<file path="config.mk">
export PLATFORM = sky130hd
export DESIGN_NAME = si_fifo
export DESIGN_NICKNAME = d
export VERILOG_FILES = /design/src/design/si_pkg.sv /design/src/design/si_fifo.sv
export SDC_FILE = /design/constraint.sdc
export NUM_CORES = 1
export LEC_CHECK = 0
export ABC_AREA = 0
export BUFFER_PORTS_ARGS = -buffer_cell sky130_fd_sc_hd__buf_4
export CAP_MARGIN = 30
export CORE_ASPECT_RATIO = 0.6
export CORE_MARGIN = 1.5
export CORE_UTILIZATION = 55
export CTS_CLUSTER_DIAMETER = 30
export DETAILED_ROUTE_END_ITERATION = 8
export HOLD_SLACK_MARGIN = 0.12
export PLACE_DENSITY = 0.77
export SETUP_SLACK_MARGIN = 0.15
export SLEW_MARGIN = 0
export SYNTH_ARGS = -nofsm -noshare
export SYNTH_HDL_FRONTEND = slang
export SYNTH_SLANG_ARGS = --single-unit
</file>
<file path="constraint.sdc">
create_clock -name clk -period 2.26 [get_ports clk]
set_input_delay 0.226 -clock clk [delete_from_list [all_inputs] [get_ports clk]]
set_output_delay 0.226 -clock clk [all_outputs]
set_load 0.005 [all_outputs]
</file>
<file path="src/design/si_pkg.sv">
package si_pkg;

	localparam int COORD_WIDTH = 24;
	localparam int MID_DEPTH   = 4;
	localparam int OUT_DEPTH   = 2;

	typedef enum logic [1:0] {
		ST_NONE   = 2'd0,
		ST_PROPER = 2'd1,
		ST_TOUCH  = 2'd2
	} status_t;

	typedef struct packed {
		logic full;
		logic empty;
	} q_flags_t;

endpackage

</file>
<file path="src/design/si_fifo.sv">
module si_fifo #(
	parameter int WIDTH = 8,
	parameter int DEPTH = si_pkg::MID_DEPTH
) (
	input  logic               clk,
	input  logic               arst_n,
	input  logic               push,
	input  logic [WIDTH-1:0]   wdata,
	input  logic               pop,
	output logic [WIDTH-1:0]   rdata,
	output si_pkg::q_flags_t   flags
);

	localparam int AW = (DEPTH > 1) ? $clog2(DEPTH) : 1;
	localparam int CW = $clog2(DEPTH + 1);

	logic [WIDTH-1:0] mem_q [DEPTH];
	logic [AW-1:0]    wr_q;
	logic [AW-1:0]    rd_q;
	logic [CW-1:0]    cnt_q;
	logic             do_push;
	logic             do_pop;

	assign flags.full  = (cnt_q == CW'(DEPTH));
	assign flags.empty = (cnt_q == '0);
	assign do_push     = push && !flags.full;
	assign do_pop      = pop && !flags.empty;
	assign rdata       = mem_q[rd_q];

	always_ff @(posedge clk or negedge arst_n) begin
		if (!arst_n) begin
			wr_q  <= '0;
			rd_q  <= '0;
			cnt_q <= '0;
		end else begin
			if (do_push) begin
				wr_q <= wr_q + 1'b1;
			end
			if (do_pop) begin
				rd_q <= rd_q + 1'b1;
			end
			unique case ({do_push, do_pop})
				2'b10: begin
					cnt_q <= cnt_q + 1'b1;
				end
				2'b01: begin
					cnt_q <= cnt_q - 1'b1;
				end
				default: begin
					cnt_q <= cnt_q;
				end
			endcase
		end
	end

	always_ff @(posedge clk) begin
		if (do_push) begin
			mem_q[wr_q] <= wdata;
		end
	end

endmodule

</file>
* Word level (Yosys, flattened, before mapping)
Memory sizes are Yosys's and may differ from the RTL's. Index checks and enable logic that the tools add are counted.
Cells by class: mux-type cells 3, equal/unequal tests 3, add/subtract/negate cells 4, reductions and logical operators 6
Operators by type and width (number):
- $pmux W3 S2 | 1
- $add A2 B1 Y2 const B | 2
- $add A3 B1 Y3 const B | 1
- $eq A3 B3 Y1 const B | 1
- $logic_not A3 Y1 | 1
- $sub A3 B1 Y3 const B | 1
- $eq A2 B1 Y1 const B | 1
- $eq A2 B2 Y1 const B | 1
- $logic_and A1 B1 Y1 | 2
- $logic_not A1 Y1 | 2
- $mux W1 | 2
- $reduce_bool A2 Y1 | 1
Storage, ports and cells: RAM bits 32, flip-flop bits (word level) 7, output and inout bits 10, logic and storage cells 20, memories kept 1
Memories:
- mem_q | depth 4, bits a word 8, rd ports 1, clocked after Yosys merged registers in 0, write ports 1, RTL line si_fifo.sv:17 | logic [WIDTH-1:0] mem_q [DEPTH];

* Logic depth before layout (Yosys ltp)
Gate-level depths: netlist of the first run.
depth in word-level cells 5, gate-level depth with buffers 9

* Least setup slack after synthesis of the first run
OpenSTA, ideal clock, no wires.
path type flip-flop to flip-flop, start point reg cnt_q[0], end point reg cnt_q[2], stages on the path, launching flop included 10, clock period less this slack 1872 ps, arrival 1793 ps, path slack 388 ps, cell sequence dfrtp_1 nor3b_4 nor2b_4 inv_1 ha_1 inv_1 fa_1 xor2_1 nor2_1 xor2_1
RTL lines:
- start, declared | RTL line si_fifo.sv:20 | logic [CW-1:0] cnt_q;
- start signal, assigned | RTL line si_fifo.sv:44 | cnt_q <= cnt_q + 1'b1;
- start signal, assigned | RTL line si_fifo.sv:47 | cnt_q <= cnt_q - 1'b1;
- start signal, assigned | RTL line si_fifo.sv:50 | cnt_q <= cnt_q;

* Worst setup path in the final report of the first run
start point reg rd_q[0], end point out rdata[4]
Between the ends: longest elaborated chain between the ends 1
RTL lines:
- start, declared | RTL line si_fifo.sv:19 | logic [AW-1:0] rd_q;
- start signal, assigned | RTL line si_fifo.sv:40 | rd_q <= rd_q + 1'b1;
- $mem_v2 Z4 W8
- end, declared | RTL line si_fifo.sv:10 | output logic [WIDTH-1:0] rdata,
Every way passes these cells.

==> impl_metrics.tcl, run 1 <==
set metrics [dict create \
    yosysUniqueCellTypes 19 \
    grt_pass1_wl_mm 4.08 \
    worst_path_dominant_cell_family "flip-flops" \
    start_util_pct 60.6 \
    finalClockSkew_ps 4.05 \
    start_kind "flip-flop" \
    worstMarginPinSlew_ps 573 \
    post-route-period-util_pct 87.4 \
    clock-sinks 39 \
    insertion_delay_ps 290 \
    routedWlPerCell_um 17.7 \
    synthCells 79 \
    hold_viol_final 0 \
    syn-num-nets 97 \
    cts_made_buffers 5 \
    p_per_area_mw_per_mm2 1240 \
    grt_overflow 0 \
    rows 14 \
    ir_drop_mv 0.755 \
    critPathCaptureType "output pin" \
    grt_max_degree 12 \
    clockRootBuffer "clkbuf_8" \
    antenna_found_initial 0 \
    clk_path_buf_depth 2 \
    place.gp.congestion 0.707 \
    firstDrtPassIters 4 \
    drc_errors 0 \
    slew_viol_final 0 \
    dp_hpwl_mm 1.74 \
    worstPathArrival_ps 1750 \
    area_growth_pct 17.5 \
    yosys_warnings 0 \
    dpl.cell_count 130 \
    path_cells "mux4_2 > buf_4" \
    grt_usage_pct 19.1 \
    finalSetupViolations 0 \
    yosysSeqAreaShare_pct 71.3 \
    ys_ff_latch 39 \
    slew_headroom_pct 61.8 \
    drv_cap 0 \
    rsz0062_at_grt "false" \
    drtIter0Drc 41 \
    critPathSlowestCell "dfrtp_1" \
    tns_ps 0 \
    syn_area_per_cell_um2 20.2 \
    die_width_um 72.5 \
    grt_pass1_vias 828 \
    io_buffers 21 \
    cp.required_ps 2030 \
    cts_tree "built" \
    drt_wl_total_mm 2.46 \
    worstSetupPathType "flip-flop to output pin" \
    cts.reportedPaths.clkPinSlew_ps 70 \
    status "completed" \
    final.min_clock_period_ps 1970 \
    hold_path.class "primary input to flip-flop" \
    cp_slowest_stage_delay_ps 710 \
    crit_buf_inv 1 \
    drive_above_1_share_pct 39.3 \
    coreArea_mm2 0.00263 \
    viasPerCell 5.32 \
    final_cell_count_no_fill 139 \
    p_leak_nw 0.716 \
    diodes 0 \
    cp_max_fo 10 \
    ant_nets 0 \
    syn_area_mm2 0.00159 \
    fin_util_pct 71.2 \
    fmax_mhz 506 \
    vias 740 \
    io-pin-count 22 \
    post-cts-setup-buffers 0 \
    cts_htree_levels 2 \
    die_h_um 44.7 \
    die_area_mm2 0.00324 \
    nets 124 \
]
cell usage in the layout, fill, tap and decap left out, types with 3 or more instances in the layout:
cell and n:
edfxtp_1 32, buf_4 21, mux4_2 8, dfrtp_1 7
inv_1 6, ha_1 5, clkbuf_8 5, and2_2 4
xnor2_1 3, xor2_1 3, clkbuf_1 3
final cells by class:
class,count,area [um^2]
inverters,6,22.5
clock buffers,8,80.1
fillers,170,756
well taps,32,40.0
flip-flops and latches,39,1140
multi-input cells,32,425
repair buffers,22,168
routing by layer:
layer / vias to the layer above / track usage (%) / share of wire (%)
met1: 362 / 24.5 / 49
met3: 8 / 6.38 / 4.7
met5: - / 0 / 0
li1: 350 / - / -
met2: 20 / 29.1 / 44
met4: 0 / 11.7 / 3.2
logic make-up (layout without fill, tap and decap cells):
logic type      Yosys count  count (layout)  share of synthesized area (%)
buf+inv                   8              36                           1.96
fa+ha+maj                 6               6                           5.18
flops                    39              39                           71.3
xor+xnor                  6               6                           3.30
mux                      10              10                           12.9
compound gates            1               1                          0.628
simple gates              9               9                           4.71
path summary, 6_finish.rpt:
kind                                 startpoint                    end  slack [ps]  depth (start not counted)
max in group asynchronous                arst_n    wr_q[0]$_DFFE_PN0P_        1830                          2
max reg2reg                cnt_q[0]$_DFFE_PN0P_   cnt_q[2]$_DFFE_PN0P_         300                          9
min in group asynchronous                arst_n    rd_q[1]$_DFFE_PN0P_         300                          2
min reg2reg                cnt_q[2]$_DFFE_PN0P_   cnt_q[2]$_DFFE_PN0P_         550                          1
max                         rd_q[0]$_DFFE_PN0P_               rdata[4]         290                          2
min                                    wdata[6]  mem_q[2][6]$_DFFE_PP_         130                          1
Yosys cell counts:
cell	n	area [um^2]
nor2_1	1	3.75
mux2i_1	1	10.0
nand2_1	1	3.75
nor3b_4	1	18.8
fa_1	1	20.0
dfrtp_1	7	175
inv_1	6	22.5
ha_1	5	62.6
and2_2	4	30.0
mux2_4	1	15.0
xor2_1	3	26.3
o31a_2	1	10.0
xnor2_1	3	26.3
nor3_1	1	5.00
nor2b_4	1	13.8
mux4_2	8	180
edfxtp_1	32	961
buf_2	1	5.00
clkbuf_1	1	3.75
sequential cells by signal (all words and copies together), names as in the netlist:
name and flops:
cnt_q 3, mem_q 32, rd_q 2, wr_q 2
per-stage QoR:
stage | hold WS [ps] | cell area, um^2 | power [mW] | worst slack (ps)
after global placement | 46.2 | 1780 | 1.88 | 363
after floorplan | -69.6 | 1590 | 1.60 | 388
after global routing | 130 | 1870 | 2.46 | 152
after CTS | 127 | 1870 | 2.35 | 251
after detailed placement | 49.8 | 1780 | 1.91 | 316
final | 132 | 1870 | 2.32 | 286
report_power, final:
| part | internal, mW | switching (mW) |
|---|---|---|
| Clock | 0.219 | 0.222 |
| Combinational | 0.445 | 0.297 |
| Sequential | 0.975 | 0.167 |
| Total | 1.64 | 0.686 |
timing repair:
item,4_1_cts,5_1_grt
endpoints found under the hold margin,7,0
hold buffers,1,0
resized for setup,0,0
No activity file was read; power rests on OpenSTA's default activity.
==> run 2: changes to the inputs <==
- CTS_BUF_LIST: unset -> sky130_fd_sc_hd__clkbuf_4 sky130_fd_sc_hd__clkbuf_8 sky130_fd_sc_hd__clkbuf_16
- CTS_CLUSTER_SIZE: unset -> 40
==> impl_metrics.tcl, run 2 (synthesis gave the netlist of run 1 again) <==
set metrics [dict create \
    status "completed" \
    coreArea_mm2 0.00263 \
    start_kind "flip-flop" \
    cts_made_buffers 5 \
    final.min_clock_period_ps 1970 \
    dp_hpwl_mm 1.74 \
    drc_errors 0 \
    drv_cap 0 \
    worstSetupPathType "flip-flop to output pin" \
    cts_resized 0 \
    finalSetupViolations 0 \
    p_leak_nw 0.726 \
    io_buffers 21 \
    insertion_delay_ps 290 \
    critPathSlowestCell "dfrtp_1" \
    crit_buf_inv 1 \
    ff2ff_setup_slack_ps 300 \
    grt_overflow 0 \
    total_power_mw 2.36 \
    cp.required_ps 2030 \
    grt_max_degree 12 \
    worstMarginPinSlew_ps 577 \
    cts_htree_levels 2 \
    grt_pass1_wl_mm 4.07 \
    tns_ps 0 \
    die_area_mm2 0.00324 \
    cp_slowest_stage_delay_ps 710 \
    nets 124 \
    clockRootBuffer "clkbuf_8" \
    die_h_um 44.7 \
    start_util_pct 60.6 \
    worstPathArrival_ps 1750 \
    die_width_um 72.5 \
    top_register "mem_q" \
    antenna_found_initial 0 \
    cts_tree "built" \
    slew_viol_final 0 \
    dpl_cell_area_mm2 0.00178 \
    cts.reportedPaths.clkPinSlew_ps 70 \
    ant_nets 0 \
    drive_above_1_share_pct 42.1 \
    critPathCaptureType "output pin" \
    largest_reg_flops 32 \
    hold_viol_final 0 \
    largest_registers "mem_q: 32 flops, cnt_q: 3 flops" \
    diodes 0 \
    post-cts-setup-buffers 0 \
    grt_pass1_vias 821 \
    clock-sinks 39 \
    io-pin-count 22 \
    firstDrtPassIters 4 \
    rows 14 \
    finalClockSkew_ps 5.07 \
    vias 754 \
    hold_path.class "primary input to flip-flop" \
    routedWlPerCell_um 17.8 \
    viasPerCell 5.42 \
    hold_ws_ps 135 \
    stdcell_area_mm2 0.00188 \
    place.gp.congestion 0.707 \
    cp_max_fo 10 \
    path_cells "mux4_2 > buf_4" \
    grt_usage_pct 19.3 \
    p_per_area_mw_per_mm2 1250 \
    ir_drop_mv 0.791 \
    clk_path_buf_depth 2 \
    slew_headroom_pct 61.5 \
    post-route-period-util_pct 87.3 \
    rsz0062_at_grt "false" \
    final_common_cell "edfxtp_1" \
    drt_wl_total_mm 2.48 \
    fmax_mhz 507 \
    fillers 172 \
    fin_util_pct 71.7 \
    final_cell_mix "32 x edfxtp_1, 21 x buf_4, 8 x mux4_2" \
    worst_path_dominant_cell_family "flip-flops" \
    area_growth_pct 18.2 \
    drtIter0Drc 41 \
]
run 2: per-layer routing:
layer	up-vias	routed length (um)	global-route usage, %
li1	350	-	-
met1	371	1170	24.4
met2	27	1090	29.3
met3	6	156	9.11
met4	0	61	8.30
met5	-	0	0
run 2: worst paths after layout:
path,start,endpoint,depth (start not counted)
max in group asynchronous,arst_n,cnt_q[1]$_DFFE_PN0P_,2
min in group asynchronous,arst_n,rd_q[1]$_DFFE_PN0P_,2
min reg2reg,cnt_q[2]$_DFFE_PN0P_,cnt_q[2]$_DFFE_PN0P_,1
min,wdata[6],mem_q[2][6]$_DFFE_PP_,1
max reg2reg,cnt_q[0]$_DFFE_PN0P_,cnt_q[2]$_DFFE_PN0P_,9
max,rd_q[0]$_DFFE_PN0P_,rdata[4],2
run 2: power breakdown:
part           switching (mW)  internal (mW)  total [mW]  leakage [nW]
Combinational           0.297          0.445       0.742         0.302
Sequential              0.169          0.975        1.14         0.375
Clock                   0.220          0.255       0.475        0.0498
Total                   0.686           1.67        2.36         0.726
run 2: area by class of cell:
type / count / area [um^2] / area share, %
flip-flops and latches: 39 / 1140 / 60.3
multi-input cells: 32 / 425 / 22.6
inverters: 6 / 22.5 / 1.20
repair buffers: 22 / 168 / 8.90
clock buffers: 8 / 91.3 / 4.85
well taps: 32 / 40.0 / 2.13
run 2: repair_timing:
action	CTS	global route
endpoints found under the hold margin	7	0
hold buffers	1	0
setup endpoints to repair	0	0
run 2: metrics by stage:
| stage | std cells | setup WS, ps |
|---|---|---|
| detailed placement | 130 | 316 |
| global placement | 130 | 363 |
| finish | 139 | 286 |
| floorplan | 79 | 388 |
| global route | 139 | 152 |
| CTS | 139 | 247 |
